**config.mk**
```make
export PLATFORM = sky130hd
export DESIGN_NAME = color_escape_to_html_stream_top
export DESIGN_NICKNAME = d
export VERILOG_FILES = /design/src/rtl/ceh_pkg.sv /design/src/rtl/ceh_front.sv /design/src/rtl/ceh_cmdq.sv /design/src/rtl/ceh_back.sv /design/src/rtl/color_escape_to_html_stream_top.sv
export SDC_FILE = /design/constraint.sdc
export NUM_CORES = 1
export LEC_CHECK = 0
export BUFFER_PORTS_ARGS = -buffer_cell sky130_fd_sc_hd__buf_4
export CAP_MARGIN = 30
export CORE_MARGIN = 2
export CORE_UTILIZATION = 55
export DETAILED_ROUTE_END_ITERATION = 7
export PLACE_DENSITY = 0.72
export RECOVER_POWER = 25
export SYNTH_ARGS = -nofsm -noshare
export SYNTH_HDL_FRONTEND = slang
export SYNTH_SLANG_ARGS = --single-unit
```
**constraint.sdc**
```tcl
create_clock -name clock -period 13.2 [get_ports clock]
set_clock_uncertainty 0.2 [all_clocks]
set_input_delay 0 -clock clock [delete_from_list [all_inputs] [get_ports clock]]
set_output_delay 0 -clock clock [all_outputs]
set_load 0.02 [all_outputs]
```
**src/rtl/ceh_pkg.sv**
```systemverilog
package ceh_pkg;

   typedef enum logic [2:0] {
      CMD_BYTE = 3'd0,
      CMD_LT   = 3'd1,
      CMD_GT   = 3'd2,
      CMD_PAL  = 3'd3,
      CMD_INT  = 3'd4,
      CMD_HEAD = 3'd5,
      CMD_FOOT = 3'd6
   } cmd_type;

   typedef struct packed {
      cmd_type     kind;
      logic [23:0] data;
   } cmd_entry_type;

   localparam logic [1:0]  OP_DATA  = 2'd0;
   localparam logic [1:0]  OP_BEGIN = 2'd1;
   localparam logic [1:0]  OP_END   = 2'd2;

   localparam logic [7:0]  ESC_BYTE    = 8'h19;
   localparam logic [7:0]  SWALLOW_LO  = 8'h1a;
   localparam logic [7:0]  SWALLOW_HI  = 8'h1c;
   localparam logic [16:0] ACC_BAD     = 17'h1ffff;
   localparam logic [23:0] RESET_COLOR = 24'hffffff;

   localparam logic [4:0] LEN_BYTE   = 5'd1;
   localparam logic [4:0] LEN_ENTITY = 5'd4;
   localparam logic [4:0] LEN_FOOT   = 5'd14;
   localparam logic [4:0] LEN_HEAD   = 5'd28;
   localparam logic [4:0] LEN_TAG    = 5'd29;

   localparam logic [7:0] HTML_OPEN [6] = '{"<", "h", "t", "m", "l", ">"};
   localparam logic [7:0] CLOSE_FONT [7] = '{"<", "/", "f", "o", "n", "t", ">"};
   localparam logic [7:0] FONT_OPEN [14] = '{
      "<", "f", "o", "n", "t", " ", "c", "o", "l", "o", "r", "=", "\"", "#"
   };
   localparam logic [7:0] FOOTER [14] = '{
      "<", "/", "f", "o", "n", "t", ">", "<", "/", "h", "t", "m", "l", ">"
   };

   localparam logic [23:0] BASE16 [16] = '{
      24'hc0c0c0, 24'h000000, 24'h808080, 24'h800000,
      24'hff0000, 24'h008000, 24'h00ff80, 24'h808000,
      24'hffff00, 24'h000080, 24'h0000ff, 24'h800080,
      24'hff00ff, 24'h008080, 24'h00ffff, 24'hffffff
   };

   localparam logic [23:0] INTERNAL_RGB [44] = '{
      24'h000066, 24'h000000, 24'h999999, 24'h000000,
      24'hff6633, 24'h990099, 24'h000000, 24'h00cc00,
      24'hcc0000, 24'hcc00ff, 24'h330099, 24'h000000,
      24'h000000, 24'h000000, 24'h000000, 24'hffffff,
      24'h000000, 24'h000000, 24'h000000, 24'h000000,
      24'h000000, 24'h000000, 24'h000000, 24'h000000,
      24'h000000, 24'h000000, 24'h000000, 24'h666666,
      24'h9999ff, 24'h3399cc, 24'h000000, 24'h000000,
      24'h000000, 24'h000000, 24'h000000, 24'h000000,
      24'h000000, 24'h000000, 24'h000000, 24'h000000,
      24'h000000, 24'h000000, 24'h000000, 24'h000000
   };

   function automatic logic [7:0] ceh_cube(input logic [2:0] v);
      ceh_cube = (v == 3'd0) ? 8'd0 : 8'd55 + 8'd40 * {5'd0, v};
   endfunction

   function automatic logic [23:0] ceh_palette(input logic [7:0] idx);
      logic [7:0]  n;
      logic [13:0] p36;
      logic [15:0] p6;
      logic [5:0]  q6;
      logic [11:0] p6b;
      logic [3:0]  q36b;
      logic [2:0]  rv;
      logic [2:0]  gv;
      logic [2:0]  bv;
      logic [7:0]  grey;
      n    = idx - 8'd16;
      p36  = {6'd0, n} * 14'd57;
      rv   = p36[13:11];
      p6   = {8'd0, n} * 16'd171;
      q6   = p6[15:10];
      bv   = 3'(n - 8'({2'd0, q6} * 8'd6));
      p6b  = {6'd0, q6} * 12'd43;
      q36b = p6b[11:8];
      gv   = 3'(q6 - 6'({2'd0, q36b} * 6'd6));
      grey = 8'd8 + 8'((idx - 8'd232) * 8'd10);
      if (idx < 8'd16) begin
         ceh_palette = BASE16[idx[3:0]];
      end else if (idx < 8'd232) begin
         ceh_palette = {ceh_cube(rv), ceh_cube(gv), ceh_cube(bv)};
      end else begin
         ceh_palette = {grey, grey, grey};
      end
   endfunction

   function automatic logic [4:0] ceh_len(input cmd_type kind);
      case (kind)
         CMD_BYTE: ceh_len = LEN_BYTE;
         CMD_LT,
         CMD_GT:   ceh_len = LEN_ENTITY;
         CMD_FOOT: ceh_len = LEN_FOOT;
         CMD_HEAD: ceh_len = LEN_HEAD;
         default:  ceh_len = LEN_TAG;
      endcase
   endfunction

   function automatic logic [7:0] ceh_byte(input cmd_type kind, input logic [4:0] pos,
                                           input logic [23:0] rgb);
      logic [4:0] pre;
      logic [4:0] rel;
      logic [2:0] hi;
      logic [3:0] nib;
      pre = (kind == CMD_HEAD) ? 5'd6 : 5'd7;
      rel = pos - pre;
      hi  = 3'(rel - 5'd14);
      nib = 4'(rgb >> (5'd20 - {hi, 2'b00}));
      case (kind)
         CMD_BYTE: ceh_byte = rgb[7:0];
         CMD_LT,
         CMD_GT: begin
            case (pos[1:0])
               2'd0:    ceh_byte = "&";
               2'd1:    ceh_byte = (kind == CMD_LT) ? "l" : "g";
               2'd2:    ceh_byte = "t";
               default: ceh_byte = ";";
            endcase
         end
         CMD_FOOT: ceh_byte = FOOTER[pos[3:0]];
         default: begin
            if (pos < pre) begin
               ceh_byte = (kind == CMD_HEAD) ? HTML_OPEN[pos[2:0]] : CLOSE_FONT[pos[2:0]];
            end else if (rel < 5'd14) begin
               ceh_byte = FONT_OPEN[rel[3:0]];
            end else if (rel < 5'd20) begin
               ceh_byte = (nib < 4'd10) ? 8'h30 + {4'd0, nib} : 8'h57 + {4'd0, nib};
            end else if (rel == 5'd20) begin
               ceh_byte = "\"";
            end else begin
               ceh_byte = ">";
            end
         end
      endcase
   endfunction

endpackage

```
**src/rtl/ceh_front.sv**
```systemverilog
module ceh_front (
   input  logic                   clock,
   input  logic                   reset,
   input  logic                   req_take,
   input  logic [1:0]             req_opcode,
   input  logic [7:0]             req_in_byte,
   input  logic                   csr_write,
   input  logic [23:0]            csr_default_color,
   output logic                   cmd_push,
   output ceh_pkg::cmd_entry_type cmd_entry
);

   typedef enum logic [5:0] {
      PH_IDLE   = 6'b000001,
      PH_ESC    = 6'b000010,
      PH_SEL    = 6'b000100,
      PH_ATTR   = 6'b001000,
      PH_DIGITS = 6'b010000,
      PH_INT2   = 6'b100000
   } phase_type;

   phase_type   phase_ff, phase_in;
   logic [2:0]  digits_ff, digits_in;
   logic [16:0] acc_ff, acc_in;
   logic [3:0]  intd_ff, intd_in;
   logic [23:0] color_ff;

   logic        is_dig;
   logic        is_attr;
   logic [3:0]  dval;
   logic [20:0] acc_mul;
   logic [16:0] acc_dig;
   logic [2:0]  dl_base;
   logic [2:0]  dl_dec;
   logic [6:0]  int_idx;

   assign is_dig  = (req_in_byte >= "0") && (req_in_byte <= "9");
   assign is_attr = (req_in_byte == "*") || (req_in_byte == "!") || (req_in_byte == "/")
                    || (req_in_byte == "_") || (req_in_byte == "|");
   assign dval    = 4'(req_in_byte - "0");
   assign acc_mul = {4'd0, acc_ff} * 21'd10 + {17'd0, dval};
   assign acc_dig = (is_dig && acc_ff != ceh_pkg::ACC_BAD)
                    ? ((acc_mul > {4'd0, ceh_pkg::ACC_BAD}) ? ceh_pkg::ACC_BAD : acc_mul[16:0])
                    : ceh_pkg::ACC_BAD;
   assign dl_base = (phase_ff == PH_SEL) ? 3'd2 : digits_ff;
   assign dl_dec  = (dl_base != 3'd0) ? dl_base - 3'd1 : 3'd0;
   assign int_idx = {3'd0, intd_ff} * 7'd10 + {3'd0, dval};

   always_comb begin
      phase_in       = phase_ff;
      digits_in      = digits_ff;
      acc_in         = acc_ff;
      intd_in        = intd_ff;
      cmd_push       = 1'b0;
      cmd_entry.kind = ceh_pkg::CMD_BYTE;
      cmd_entry.data = {16'd0, req_in_byte};
      if (req_take) begin
         case (req_opcode)
            ceh_pkg::OP_BEGIN,
            ceh_pkg::OP_END: begin
               phase_in       = PH_IDLE;
               digits_in      = 3'd0;
               acc_in         = 17'd0;
               intd_in        = 4'd0;
               cmd_push       = 1'b1;
               cmd_entry.kind = (req_opcode == ceh_pkg::OP_BEGIN) ? ceh_pkg::CMD_HEAD
                                                                  : ceh_pkg::CMD_FOOT;
               cmd_entry.data = color_ff;
            end
            ceh_pkg::OP_DATA: begin
               case (phase_ff)
                  PH_ESC: begin
                     if (req_in_byte == "F" || req_in_byte == "*") begin
                        acc_in   = 17'd0;
                        phase_in = PH_SEL;
                     end else if (is_dig) begin
                        intd_in  = dval;
                        phase_in = PH_INT2;
                     end else begin
                        phase_in = PH_IDLE;
                     end
                  end
                  PH_SEL,
                  PH_ATTR,
                  PH_DIGITS: begin
                     if (phase_ff == PH_SEL && req_in_byte == "@") begin
                        digits_in = 3'd5;
                        phase_in  = PH_ATTR;
                     end else if (phase_ff != PH_DIGITS && is_attr) begin
                        digits_in = dl_base;
                        phase_in  = PH_DIGITS;
                     end else begin
                        acc_in    = acc_dig;
                        digits_in = dl_dec;
                        if (dl_dec == 3'd0) begin
                           phase_in = PH_IDLE;
                           if (acc_dig < 17'd256) begin
                              cmd_push       = 1'b1;
                              cmd_entry.kind = ceh_pkg::CMD_PAL;
                              cmd_entry.data = {7'd0, acc_dig};
                           end
                        end else begin
                           phase_in = PH_DIGITS;
                        end
                     end
                  end
                  PH_INT2: begin
                     phase_in = PH_IDLE;
                     if (is_dig && int_idx < 7'd44) begin
                        cmd_push       = 1'b1;
                        cmd_entry.kind = ceh_pkg::CMD_INT;
                        cmd_entry.data = {17'd0, int_idx};
                     end
                  end
                  default: begin
                     phase_in = PH_IDLE;
                     if (req_in_byte == ceh_pkg::ESC_BYTE) begin
                        phase_in = PH_ESC;
                     end else if (req_in_byte inside {[ceh_pkg::SWALLOW_LO:ceh_pkg::SWALLOW_HI]})
                     begin
                        cmd_push = 1'b0;
                     end else if (req_in_byte == "<") begin
                        cmd_push       = 1'b1;
                        cmd_entry.kind = ceh_pkg::CMD_LT;
                     end else if (req_in_byte == ">") begin
                        cmd_push       = 1'b1;
                        cmd_entry.kind = ceh_pkg::CMD_GT;
                     end else begin
                        cmd_push = 1'b1;
                     end
                  end
               endcase
            end
            default: begin
               cmd_push = 1'b0;
            end
         endcase
      end
   end

   always_ff @(posedge clock) begin
      if (reset) begin
         phase_ff  <= PH_IDLE;
         digits_ff <= 3'd0;
         acc_ff    <= 17'd0;
         intd_ff   <= 4'd0;
         color_ff  <= ceh_pkg::RESET_COLOR;
      end else begin
         phase_ff  <= phase_in;
         digits_ff <= digits_in;
         acc_ff    <= acc_in;
         intd_ff   <= intd_in;
         if (csr_write) begin
            color_ff <= csr_default_color;
         end
      end
   end

endmodule

```
**src/rtl/ceh_cmdq.sv**
```systemverilog
module ceh_cmdq #(
   parameter int DEPTH = 4
) (
   input  logic                   clock,
   input  logic                   reset,
   input  logic                   push,
   input  ceh_pkg::cmd_entry_type push_entry,
   input  logic                   pop,
   output ceh_pkg::cmd_entry_type head,
   output logic                   full,
   output logic                   empty
);

   localparam int AW = (DEPTH > 1) ? $clog2(DEPTH) : 1;
   localparam int CW = $clog2(DEPTH + 1);

   ceh_pkg::cmd_entry_type slot_ff [DEPTH];
   logic [AW-1:0] wr_ptr_ff, wr_ptr_in;
   logic [AW-1:0] rd_ptr_ff, rd_ptr_in;
   logic [CW-1:0] count_ff, count_in;

   assign full  = (count_ff == CW'(DEPTH));
   assign empty = (count_ff == CW'(0));
   assign head  = slot_ff[rd_ptr_ff];

   always_comb begin
      wr_ptr_in = wr_ptr_ff;
      rd_ptr_in = rd_ptr_ff;
      count_in  = count_ff;
      if (push) begin
         wr_ptr_in = (wr_ptr_ff == AW'(DEPTH - 1)) ? AW'(0) : wr_ptr_ff + AW'(1);
      end
      if (pop) begin
         rd_ptr_in = (rd_ptr_ff == AW'(DEPTH - 1)) ? AW'(0) : rd_ptr_ff + AW'(1);
      end
      if (push && !pop) begin
         count_in = count_ff + CW'(1);
      end else if (pop && !push) begin
         count_in = count_ff - CW'(1);
      end
   end

   always_ff @(posedge clock) begin
      if (reset) begin
         wr_ptr_ff <= '0;
         rd_ptr_ff <= '0;
         count_ff  <= '0;
      end else begin
         wr_ptr_ff <= wr_ptr_in;
         rd_ptr_ff <= rd_ptr_in;
         count_ff  <= count_in;
      end
   end

   always_ff @(posedge clock) begin
      if (push) begin
         slot_ff[wr_ptr_ff] <= push_entry;
      end
   end

endmodule

```
**src/rtl/ceh_back.sv**
```systemverilog
module ceh_back (
   input  logic                   clock,
   input  logic                   reset,
   input  ceh_pkg::cmd_entry_type q_head,
   input  logic                   q_empty,
   output logic                   q_pop,
   output logic                   rsp_empty,
   input  logic                   rsp_pop,
   output logic [7:0]             rsp_out_byte,
   output logic                   rsp_last_of_run
);

   logic             cur_valid_ff, cur_valid_in;
   ceh_pkg::cmd_type cur_kind_ff, cur_kind_in;
   logic [23:0]      cur_rgb_ff, cur_rgb_in;
   logic [4:0]       cur_pos_ff, cur_pos_in;
   logic             out_valid_ff, out_valid_in;
   logic [7:0]       out_byte_ff, out_byte_in;
   logic             out_last_ff, out_last_in;

   logic             advance;
   logic             emit;
   logic             at_last;
   logic             load;
   logic [23:0]      head_rgb;

   assign advance = !out_valid_ff || rsp_pop;
   assign emit    = cur_valid_ff && advance;
   assign at_last = (cur_pos_ff == ceh_pkg::ceh_len(cur_kind_ff) - 5'd1);
   assign load    = !cur_valid_ff || (emit && at_last);
   assign q_pop   = load && !q_empty;

   always_comb begin
      case (q_head.kind)
         ceh_pkg::CMD_PAL: head_rgb = ceh_pkg::ceh_palette(q_head.data[7:0]);
         ceh_pkg::CMD_INT: head_rgb = ceh_pkg::INTERNAL_RGB[q_head.data[5:0]];
         default:          head_rgb = q_head.data;
      endcase
   end

   always_comb begin
      cur_valid_in = cur_valid_ff;
      cur_kind_in  = cur_kind_ff;
      cur_rgb_in   = cur_rgb_ff;
      cur_pos_in   = cur_pos_ff;
      if (q_pop) begin
         cur_valid_in = 1'b1;
         cur_kind_in  = q_head.kind;
         cur_rgb_in   = head_rgb;
         cur_pos_in   = 5'd0;
      end else if (load) begin
         cur_valid_in = 1'b0;
      end else if (emit) begin
         cur_pos_in = cur_pos_ff + 5'd1;
      end
      out_valid_in = out_valid_ff;
      out_byte_in  = out_byte_ff;
      out_last_in  = out_last_ff;
      if (advance) begin
         out_valid_in = emit;
         out_byte_in  = ceh_pkg::ceh_byte(cur_kind_ff, cur_pos_ff, cur_rgb_ff);
         out_last_in  = at_last;
      end
   end

   always_ff @(posedge clock) begin
      if (reset) begin
         cur_valid_ff <= 1'b0;
         out_valid_ff <= 1'b0;
      end else begin
         cur_valid_ff <= cur_valid_in;
         out_valid_ff <= out_valid_in;
      end
   end

   always_ff @(posedge clock) begin
      cur_kind_ff <= cur_kind_in;
      cur_rgb_ff  <= cur_rgb_in;
      cur_pos_ff  <= cur_pos_in;
      out_byte_ff <= out_byte_in;
      out_last_ff <= out_last_in;
   end

   assign rsp_empty       = !out_valid_ff;
   assign rsp_out_byte    = out_byte_ff;
   assign rsp_last_of_run = out_last_ff;

endmodule

```
**src/rtl/color_escape_to_html_stream_top.sv**
```systemverilog
// Converts message bytes with color escapes into an HTML byte stream. The front end takes one
// item per cycle while its command queue (CMDQ_DEPTH entries) has room; the back end sends each
// command's bytes in order, stalling while a result byte waits unpopped. A plain byte gives 1
// output byte, "<" or ">" 4, an end marker 14, a begin marker 28 and a color tag 29, and a run
// of long expansions fills the queue and raises full until the back end catches up. Escape
// bytes, swallowed control bytes and invalid escapes produce no output. csr_default_color is
// taken at any time and applies to begin markers accepted afterwards.
module color_escape_to_html_stream_top #(
   parameter int CMDQ_DEPTH = 4
) (
   input  logic        clock,
   input  logic        reset,
   input  logic        push,
   output logic        full,
   input  logic [1:0]  req_opcode,
   input  logic [7:0]  req_in_byte,
   output logic        empty,
   input  logic        pop,
   output logic [7:0]  rsp_out_byte,
   output logic        rsp_last_of_run,
   input  logic        csr_valid,
   output logic        csr_ready,
   input  logic [23:0] csr_default_color
);

   logic                   req_take;
   logic                   cmd_push;
   ceh_pkg::cmd_entry_type cmd_entry;
   ceh_pkg::cmd_entry_type q_head;
   logic                   q_full;
   logic                   q_empty;
   logic                   q_pop;

   assign csr_ready = 1'b1;
   assign full      = q_full;
   assign req_take  = push && !q_full;

   ceh_front u_front (
      .clock             (clock),
      .reset             (reset),
      .req_take          (req_take),
      .req_opcode        (req_opcode),
      .req_in_byte       (req_in_byte),
      .csr_write         (csr_valid && csr_ready),
      .csr_default_color (csr_default_color),
      .cmd_push          (cmd_push),
      .cmd_entry         (cmd_entry)
   );

   ceh_cmdq #(
      .DEPTH (CMDQ_DEPTH)
   ) u_cmdq (
      .clock      (clock),
      .reset      (reset),
      .push       (cmd_push),
      .push_entry (cmd_entry),
      .pop        (q_pop),
      .head       (q_head),
      .full       (q_full),
      .empty      (q_empty)
   );

   ceh_back u_back (
      .clock           (clock),
      .reset           (reset),
      .q_head          (q_head),
      .q_empty         (q_empty),
      .q_pop           (q_pop),
      .rsp_empty       (empty),
      .rsp_pop         (pop),
      .rsp_out_byte    (rsp_out_byte),
      .rsp_last_of_run (rsp_last_of_run)
   );

   a_push_has_room: assert property (@(posedge clock) disable iff (reset)
      cmd_push |-> !q_full)
      else $error("command pushed into a full queue");

   a_pop_has_entry: assert property (@(posedge clock) disable iff (reset)
      q_pop |-> !q_empty)
      else $error("command popped from an empty queue");

   a_reset_empty: assert property (@(posedge clock)
      reset |=> empty)
      else $error("result side not empty after reset");

endmodule
```
=== Word level (Yosys, flattened, before mapping) ===
Memories as Yosys holds them, arrays and structs flattened. A register that Yosys moved wholly into a read port is not among the register bits.
Cells that the tools add are included.

* Bits of input ports: 39
* Output and inout port bits: 12
* Bits in writable memories: 108
* Logic and storage cells: 254
* Flip-flop bits (word level): 104
* Memory bits (read-only): 2304
* Memories: 7

* Bitwise gates (word level): 6
* Add/sub/neg operators: 23
* Multiply operators: 11
* Reduce and logical (&&, ||, !) cells: 45
* Shift operators: 1
* Muxes and demuxes: 88
* Equality and inequality tests: 40
* Magnitude comparators: 18

{| class="wikitable"
|+ Memory list
! name !! depth !! bits a word !! read ports !! clocked after memory_dff !! write ports !! line !! text
|-
| (name not given) || 64 || 24 || 1 || 0 || 0 || ceh_back.sv:36 || <nowiki>ceh_pkg::CMD_INT: head_rgb = ceh_pkg::INTERNAL_RGB[q_head.data[5:0]];</nowiki>
|-
| (name not given) || 16 || 24 || 1 || 0 || 0 || ceh_pkg.sv:90 || <nowiki>ceh_palette = BASE16[idx[3:0]];</nowiki>
|-
| (name not given) || 16 || 8 || 1 || 0 || 0 || ceh_pkg.sv:135 || <nowiki>ceh_byte = FONT_OPEN[rel[3:0]];</nowiki>
|-
| (name not given) || 16 || 8 || 1 || 0 || 0 || ceh_pkg.sv:130 || <nowiki>CMD_FOOT: ceh_byte = FOOTER[pos[3:0]];</nowiki>
|-
| u_cmdq.slot_ff || 4 || 27 || 1 || 1 || 1 || ceh_cmdq.sv:17 || <nowiki>ceh_pkg::cmd_entry_type slot_ff [DEPTH];</nowiki>
|-
| (name not given) || 8 || 8 || 1 || 0 || 0 || ceh_pkg.sv:133 || <nowiki>ceh_byte = (kind == CMD_HEAD) ? HTML_OPEN[pos[2:0]] : CLOSE_FONT[pos[2:0]];</nowiki>
|-
| +1 memories || - || - || - || - || - || - ||
|}

{| class="wikitable"
|+ Operators with widths
! operator !! number
|-
| 2-to-1 mux 24 bit || 6
|-
| 2-to-1 mux 8 bit || 16
|-
| 2-to-1 mux 27 bit || 4
|-
| case mux 24 bit (2 select lines) || 2
|-
| 2-to-1 mux 17 bit || 5
|-
| case mux 17 bit (2 select lines) || 2
|-
| case mux 27 bit (2 select lines) || 1
|-
| 2-to-1 mux 26 bit || 2
|-
| case mux 8 bit (3 select lines) || 2
|-
| == test 8 x 6 -> 1 bit (second input constant) || 5
|-
| == test 8 x 7 -> 1 bit (second input constant) || 4
|-
| 2-to-1 mux 3 bit || 10
|-
| adder 6 x 8 -> 8 bit (first input constant) || 3
|-
| 2-to-1 mux 6 bit || 4
|-
| >> shifter 24 x 5 -> 4 bit || 1
|-
| adder 21 x 4 -> 21 bit || 1
|-
| > comparator 21 x 17 -> 1 bit (second input constant) || 1
|-
| multiplier 17 x 3 -> 20 bit (second input constant) || 1
|-
| case mux 5 bit (4 select lines) || 1
|-
| logical NOT 3 bit || 6
|-
| case mux 6 bit (3 select lines) || 1
|-
| less-than comparator 17 x 9 -> 1 bit (second input constant) || 1
|-
| != test 17 bit (second input constant) || 1
|-
| multiplier 8 x 8 -> 16 bit (second input constant) || 1
|-
| other kinds (82) || 151
|}

=== Longest topological paths before layout ===
Gate-level depths: netlist of run 1.

* Word-level depth: 17
* Mapped depth: 47
* Gate-level depth less buffers: 44

=== Modules after synthesis ===
A second synthesis of run 1 with hierarchy kept.

* Cells, all modules: 1651
* Area, all modules: 16251.8 µm²

{| class="wikitable"
|+ By module, submodules not included
! module !! times used !! area an instance (µm²) !! cells an instance !! sequential area each (µm²)
|-
| ceh_back || 1 || 7126.8 || 857 || 1221.2
|-
| ceh_front || 1 || 4715.8 || 606 || 1081.0
|-
| ceh_cmdq || 1 || 4384.2 || 185 || 3423.3
|-
| color_escape_to_html_stream_top || 1 || 25.0 || 3 || 0.0
|}

=== Least setup slack after synthesis of run 1 ===
Ideal clock, no wire load.

* Kind: register to register
* From: register (tool-made name)
* To: register u_back.cur_rgb_ff[15] (data pin)
* Buffers on the path: 3
* Arrival: 10948 ps
* Library setup time: 265 ps
* Path slack: 1787 ps
* Cell stages (with the launch flop): 47
* Period minus slack after synthesis: 11413 ps
* Data required time: 12735 ps
* Path through: dfxtp_1 > buf_2 > buf_2 > mux2_2 > o21ai_1 > inv_1 > clkbuf_1 > nor3_1 > xor2_1 > ha_1 > fa_1 > inv_1 > fa_1 > inv_1 > ha_1 > a2111o_1 > a31oi_1 > a21o_1 > [11 not listed] > nor3_1 > a2111oi_0 > o21ai_0 > and2_1 > ha_1 > xor2_1 > xnor2_1 > xnor2_1 > xnor3_1 > xnor2_1 > inv_1 > ha_1 > ha_1 > o21a_1 > o22ai_1 > nand3_1 > a31oi_1 > or3_1

{| class="wikitable"
|+ RTL lines
! element !! line !! text
|-
| to (signal assigned) || ceh_back.sv:78 || <nowiki>cur_rgb_ff <= cur_rgb_in;</nowiki>
|-
| to (decl) || ceh_back.sv:15 || <nowiki>logic [23:0] cur_rgb_ff, cur_rgb_in;</nowiki>
|}

==> out/metrics.cfg, run 1 <==
[run_status]
status=finished, violations left
violations=max-capacitance violations, max-slew violations

[floorplanning]
die_area_sq_mm=0.03098
coreArea_sq_mm=0.02894
die_w_um=176.0
initial_core_util=0.5624
rows=62
io_pins=51
dieHeight_um=176.0

[sta]
setup_viol=0
tns_ps=0
finalCritPeriodShare=0.9157
fin_crit_ps=12090
final-hold-violation-count=0
finalMaxSlewViolations=103
rsz0062_at_grt=no
relSlewSlack=-1.146
fmax_ghz=0.08273
worst_pin_slew_ps=3219

[min_path]
min_path_type=input pin to flop
hold_depth=3
hold_start=push
hold_end=u_cmdq.slot_ff[2][24]$_DFFE_PP_

[synth]
syn_nets=1905
synthDistinctLibCells=95
syn_area_sq_mm=0.01627
synth_top_area_cell=edfxtp_1
synth_edf_count=144
avgSynthCellArea_sq_um=9.815
netlist_instances=1658
ys_ff_latch=214
ys.flop_type=edfxtp_1
async_flop_share=0
ys_warn_count=0
yosysTopAreaCellShare=0.2657
ys_seq_area_frac=0.3518
yosys-top-cells-area=edfxtp_1 (27%), ha_1 (13%), dfxtp_1 (8.6%)

[global_route]
antenna_found_initial=0
grt_max_degree=66
grt_overflow_total=0
grtUsageTotal=0.2606
grt_pass1_vias=12680
grt_pass1_wl_mm=65.66

[detailed_routing]
wire_per_inst_um=18.85
dr.max_layer_used=met4
drcViolationCount=0
wl_mm=40.32
met1Wirelength_mm=17.97
vias_per_cell=6.127
ant_nets=0
wl_met2_mm=18.72
vias=13110
drtIter0Drc=1102
met3WireLength_mm=2.437
dr.pass1.iters=5

[critical_path]
worstPathRequired_ps=13260
crit_path_top_delay_cell=a2111oi_0
cp-start-kind=flop
r2r_slack_ps=1110
critPathKind=flop to flop
ff2ff_path_depth=43
cp.arrival_ps=12150
cp_max_fo=12
critPathMostFrequentCell=ha_1
reg2reg_to=u_back.cur_rgb_ff[15]$_DFFE_PP_
worstSetupEndpointType=flop
cp_slowest_stage_delay_ps=750

[clock_network]
numClockSinks=214
clock_path_buffers=3
clkLatencyLatePin_ps=530
htree_levels=1
path_clk_slew_ps=60
root_buffer=clkbuf_16
cts_made_buffers=23
cts_tree=built

[layout]
layout-drive-gt1-share=0.09174
n_antenna_cell=0
multi_input_area_sq_mm=0.009846
fillers=2318
ff_latch_area_sq_mm=0.005727
final_nets=1985
syn_to_final_growth_pct=12.85

[placed_design]
gp_congestion=0.9418
dp.final_hpwl_mm=28.45
port-buffer-count=49

[flow_run]
max_cap_violations=2

-- flip-flops by register name (all words and copies together) (netlist names), 2 cells and up, named ones only --
register,count
u_cmdq.count_ff,3
u_front.phase_ff,6
u_cmdq.slot_ff,108
u_cmdq.wr_ptr_ff,2
u_cmdq.rd_ptr_ff,2
u_back.cur_pos_ff,5
u_back.rsp_out_byte,8
u_front.digits_ff,3
u_front.acc_ff,17
u_front.color_ff,24
u_back.cur_rgb_ff,24
u_back.cur_kind_ff,3
u_front.intd_ff,4
-- critical path, delay by kind of cell (launching register included) --
kind | cells | cell delay, ps
XOR/XNOR | 7 | 2070
adder cells (fa/ha/maj) | 11 | 3820
AO/OA/AOI/OAI | 12 | 2960
AND/OR/NAND/NOR | 6 | 1200
flip-flops | 1 | 420
multiplexers | 1 | 360
buffers and inverters | 6 | 760
-- cells in the mapped netlist (21+ instances only) --
library cell  instances
o21ai_0              75
a211o_1              26
xor2_1               26
edfxtp_1            144
ha_1                174
inv_1               106
a21oi_1             120
dfxtp_1              70
nor2b_1              41
nand2_1             125
mux2i_1              26
nor2_1              125
nand3_1              45
and3_1               27
clkbuf_1             60
fa_1                 34
a31oi_1              23
mux4_2               29
nor3_1               28
nand2b_1             21
xnor2_1              38
-- metal layers --
metal	global-route usage	vias up
met5	0	-
met1	0.3661	6296
li1	-	6284
met4	0.07335	0
met3	0.03122	86
met2	0.4281	439
-- cell usage in the layout, fill, tap and decap left out, types with 34 or more instances in the layout --
cell type,n
ha_1,174
edfxtp_1,144
nor2_1,125
nand2_1,125
a21oi_1,119
inv_1,106
o21ai_0,75
dfxtp_1,69
dlygate4sd3_1,68
buf_4,50
nand3_1,45
xnor2_1,38
nor2b_1,37
fa_1,34
-- cell families (layout without fill, tap and decap cells) --
group | count (synthesis) | count (layout) | share of synthesized area
AND/OR/NAND/NOR | 499 | 499 | 0.1541
multiplexers | 63 | 63 | 0.06236
flip-flops | 214 | 214 | 0.3518
AO/OA/AOI/OAI | 419 | 419 | 0.1740
other | 1 | 1 | 0.0002304
buffers and inverters | 187 | 284 | 0.04444
adder cells (fa/ha/maj) | 209 | 209 | 0.1762
XOR/XNOR | 66 | 66 | 0.03683
-- worst max path at each step --
stage / endpoint / cells past startpoint / startpoint
final: u_back.cur_rgb_ff[15]$_DFFE_PP_ / 43 / flop
after global routing: u_back.cur_rgb_ff[15]$_DFFE_PP_ / 43 / flop
after CTS: u_back.cur_rgb_ff[15]$_DFFE_PP_ / 43 / flop
after detailed placement: u_back.cur_rgb_ff[15]$_DFFE_PP_ / 43 / flop
after global placement: u_back.cur_rgb_ff[15]$_DFFE_PP_ / 43 / flop
after floorplan: u_back.cur_rgb_ff[15]$_DFFE_PP_ / 46 / flop
-- what timing repair did --
item	CTS	global route
gates resized for setup	0	0
setup buffers	0	0
hold endpoints to repair	101	0
hold buffers	68	0
-- area by class of cell --
| type | count | area share |
|---|---|---|
| Clock inverter | 11 | 0.007086 |
| Tap cell | 384 | 0.02616 |
| Inverter | 109 | 0.02228 |
| Multi-Input combinational cell | 1257 | 0.5361 |
| Sequential cell | 214 | 0.3118 |
| Timing Repair Buffer | 133 | 0.06187 |
| Clock buffer | 31 | 0.03461 |
-- stage by stage --
stage	setup WS [ps]	util	cells	hold slack, ps	instance area (sq um)
3_5_place_dp	1133	0.5857	2028	6.681	16950
3_3_place_gp	1608	0.5854	2027	-0.4646	16940
5_1_grt	95.98	0.6347	2139	63.59	18360
2_1_floorplan	1787	-	1658	-82.06	16270
4_1_cts	1079	0.6357	2138	30.74	18400
6_report	1113	0.6347	2139	47.69	18360
Power of run 1 is left out: the tool's default activity adds up to more than one toggle a clock period on the data nets, which glitch-free logic cannot reach.
==> inputs of run 2 (changes only) <==
--- a/config.mk
+++ b/config.mk
@@ -5,7 +5,7 @@
 export SDC_FILE = /design/constraint.sdc
 export NUM_CORES = 1
 export LEC_CHECK = 0
-export BUFFER_PORTS_ARGS = -buffer_cell sky130_fd_sc_hd__buf_4
+export BUFFER_PORTS_ARGS = -buffer_cell sky130_fd_sc_hd__clkbuf_2
 export CAP_MARGIN = 30
 export CORE_MARGIN = 2
 export CORE_UTILIZATION = 55
==> run 2 against run 1 <==
First-iteration DRC count increased by 12%. Setup slack got worse by 6.6 ps. Clock-buffer cell count decreased by 1. Non-clock buffer count decreased by 18. Design area decreased by 1.4%. The flow still finishes with violations (max-capacitance violations, max-slew violations). Via count decreased by 0.67%. Worst hold slack got worse by 29 ps. Sequential cell count unchanged. Critical path type unchanged.
==> out/metrics.cfg, run 2 (synthesis gave the netlist of run 1 again) <==
[run_status]
status=finished, violations left  ; unchanged
violations=max-capacitance violations, max-slew violations  ; unchanged

[floorplanning]
dieHeight_um=176.0  ; unchanged
die_w_um=176.0  ; unchanged
die_area_sq_mm=0.03098  ; unchanged
rows=62  ; unchanged
initial_core_util=0.5624  ; unchanged
coreArea_sq_mm=0.02894  ; unchanged
io_pins=51  ; unchanged

[layout]
largestRegisters=u_cmdq.slot_ff x108, u_back.cur_rgb_ff x24, u_front.color_ff x24  ; unchanged
final_nets=1968  ; was 1985
layout_commonest_cell=ha_1  ; unchanged
layout-drive-gt1-share=0.09488  ; was 0.09174
regMostFlops=u_cmdq.slot_ff  ; unchanged
syn_to_final_growth_pct=11.23  ; was 12.85%
n_antenna_cell=0  ; unchanged
layout_common_cells=ha_1 (174), edfxtp_1 (144), nor2_1 (125), nand2_1 (125), a21oi_1 (119)  ; unchanged
fin_area_sq_mm=0.01810  ; was 0.01836 sq mm
largest_reg_flops=108  ; unchanged
finish.utilization=0.6256  ; was 0.6347

[global_route]
grt_max_degree=66  ; unchanged
grt_pass1_wl_mm=66.33  ; was 65.66 mm
grt_overflow_total=0  ; unchanged
grtUsageTotal=0.2641  ; was 0.2606
grt_pass1_vias=12690  ; was 12.68k
antenna_found_initial=0  ; unchanged

[placed_design]
dp.final_hpwl_mm=28.80  ; was 28.45 mm
gp_congestion=0.9346  ; was 0.9418
port-buffer-count=49  ; unchanged
place_area_sq_mm=0.01684  ; was 0.01695 sq mm

[clock_network]
htree_levels=1  ; unchanged
clkLatencyLatePin_ps=530  ; about the same
numClockSinks=214  ; unchanged
root_buffer=clkbuf_16  ; unchanged
cts_tree=built  ; unchanged
path_clk_slew_ps=60  ; about the same
cts_made_buffers=24  ; was 23
clock_path_buffers=3  ; unchanged
cts_setup_buffers=0  ; unchanged

[critical_path]
crit_path_top_delay_cell=a2111oi_1  ; was a2111oi_0
cp_slowest_stage_delay_ps=590  ; was 750 ps
critPathKind=flop to flop  ; unchanged
critPathMostFrequentCell=ha_1  ; unchanged
worstSetupEndpointType=flop  ; unchanged
cp.arrival_ps=12160  ; was 12150 ps
worstPathRequired_ps=13260  ; about the same
cp_max_fo=28  ; was 12
cp-start-kind=flop  ; unchanged

[detailed_routing]
vias_per_cell=6.131  ; was 6.127
wl_mm=40.51  ; was 40.32 mm
drtIter0Drc=1231  ; was 1102
ant_nets=0  ; unchanged
drcViolationCount=0  ; unchanged
dr.pass1.iters=8  ; was 5
vias=13020  ; was 13.11k
wire_per_inst_um=19.08  ; was 18.85 um

[sta]
finalMaxSlewViolations=103  ; unchanged
worst_pin_slew_ps=3073  ; was 3219 ps
fmax_ghz=0.08268  ; was 0.08273 GHz
finalCritPeriodShare=0.9162  ; was 0.9157
setup_viol=0  ; unchanged
fin_crit_ps=12090  ; about the same
final-hold-violation-count=0  ; unchanged
relSlewSlack=-1.049  ; was -1.146
rsz0062_at_grt=no  ; unchanged
tns_ps=0  ; unchanged

[flow_run]
max_cap_violations=2  ; unchanged

[min_path]
min_path_type=input pin to flop  ; unchanged

run 2: cell count changes in the layout (fill, tap and decap cells not counted), sizes merged, moves of 2 or more:
cell	before	now
clkinv	8	12
clkbuf	44	81
dlygate4sd3	68	48
clkinvlp	0	2
buf	52	16
inv	110	108
run 2: per-layer routing:
metal | GRT usage | share of wire
met1 | 0.3717 | 0.45
met2 | 0.4423 | 0.48
met3 | 0.02756 | 0.054
met4 | 0.06164 | 0.023
met5 | 0 | 0
run 2: path summary, 6_finish.rpt:
| path | start | endpoint | slack (ps) | depth (start not counted) |
|---|---|---|---|---|
| max | flop | u_back.cur_rgb_ff[15]$_DFFE_PP_ | 1110 | 45 |
| min | csr_default_color[21] | u_front.color_ff[21]$_SDFFE_PP1P_ | 20 | 3 |
| min reg2reg | u_cmdq.count_ff[2]$_SDFFE_PP0P_ | u_cmdq.count_ff[2]$_SDFFE_PP0P_ | 300 | 2 |
| max reg2reg | flop | u_back.cur_rgb_ff[15]$_DFFE_PP_ | 1110 | 45 |
run 2: area by class of cell:
cell class              count  area, sq um
multi-input cells        1257         9854
repair buffers            115        855.8
inverters                 109        409.1
well taps                 384        480.5
flip-flops and latches    214         5725
clock buffers              30        643.1
fillers                  2332        10830
clock inverters            14        132.6
run 2: repair_timing:
action                                  CTS  global route
endpoints found under the setup margin    0             1
endpoints found under the hold margin    99             0
gates resized for setup                   0             2
hold buffers                             48             0
run 2: through the flow:
step	hold slack [ps]	setup slack (ps)	std cells
after global routing	-11.60	99.30	2123
after detailed placement	6.386	856.8	2030
after floorplan	-82.06	1787	1658
after global placement	0.5588	1324	2029
final	18.90	1106	2123
after CTS	1.280	757.7	2122
run 2: critical path: cells and delay by family, from the launching register on:
kind            cells  cell delay, ps
compound gates     12            2780
mux                 1             240
simple gates        7            1370
xor+xnor            7            1830
buf+inv             7            1250
flops               1             340
fa+ha+maj          11            3800
Power of run 2 is left out for the same reason.
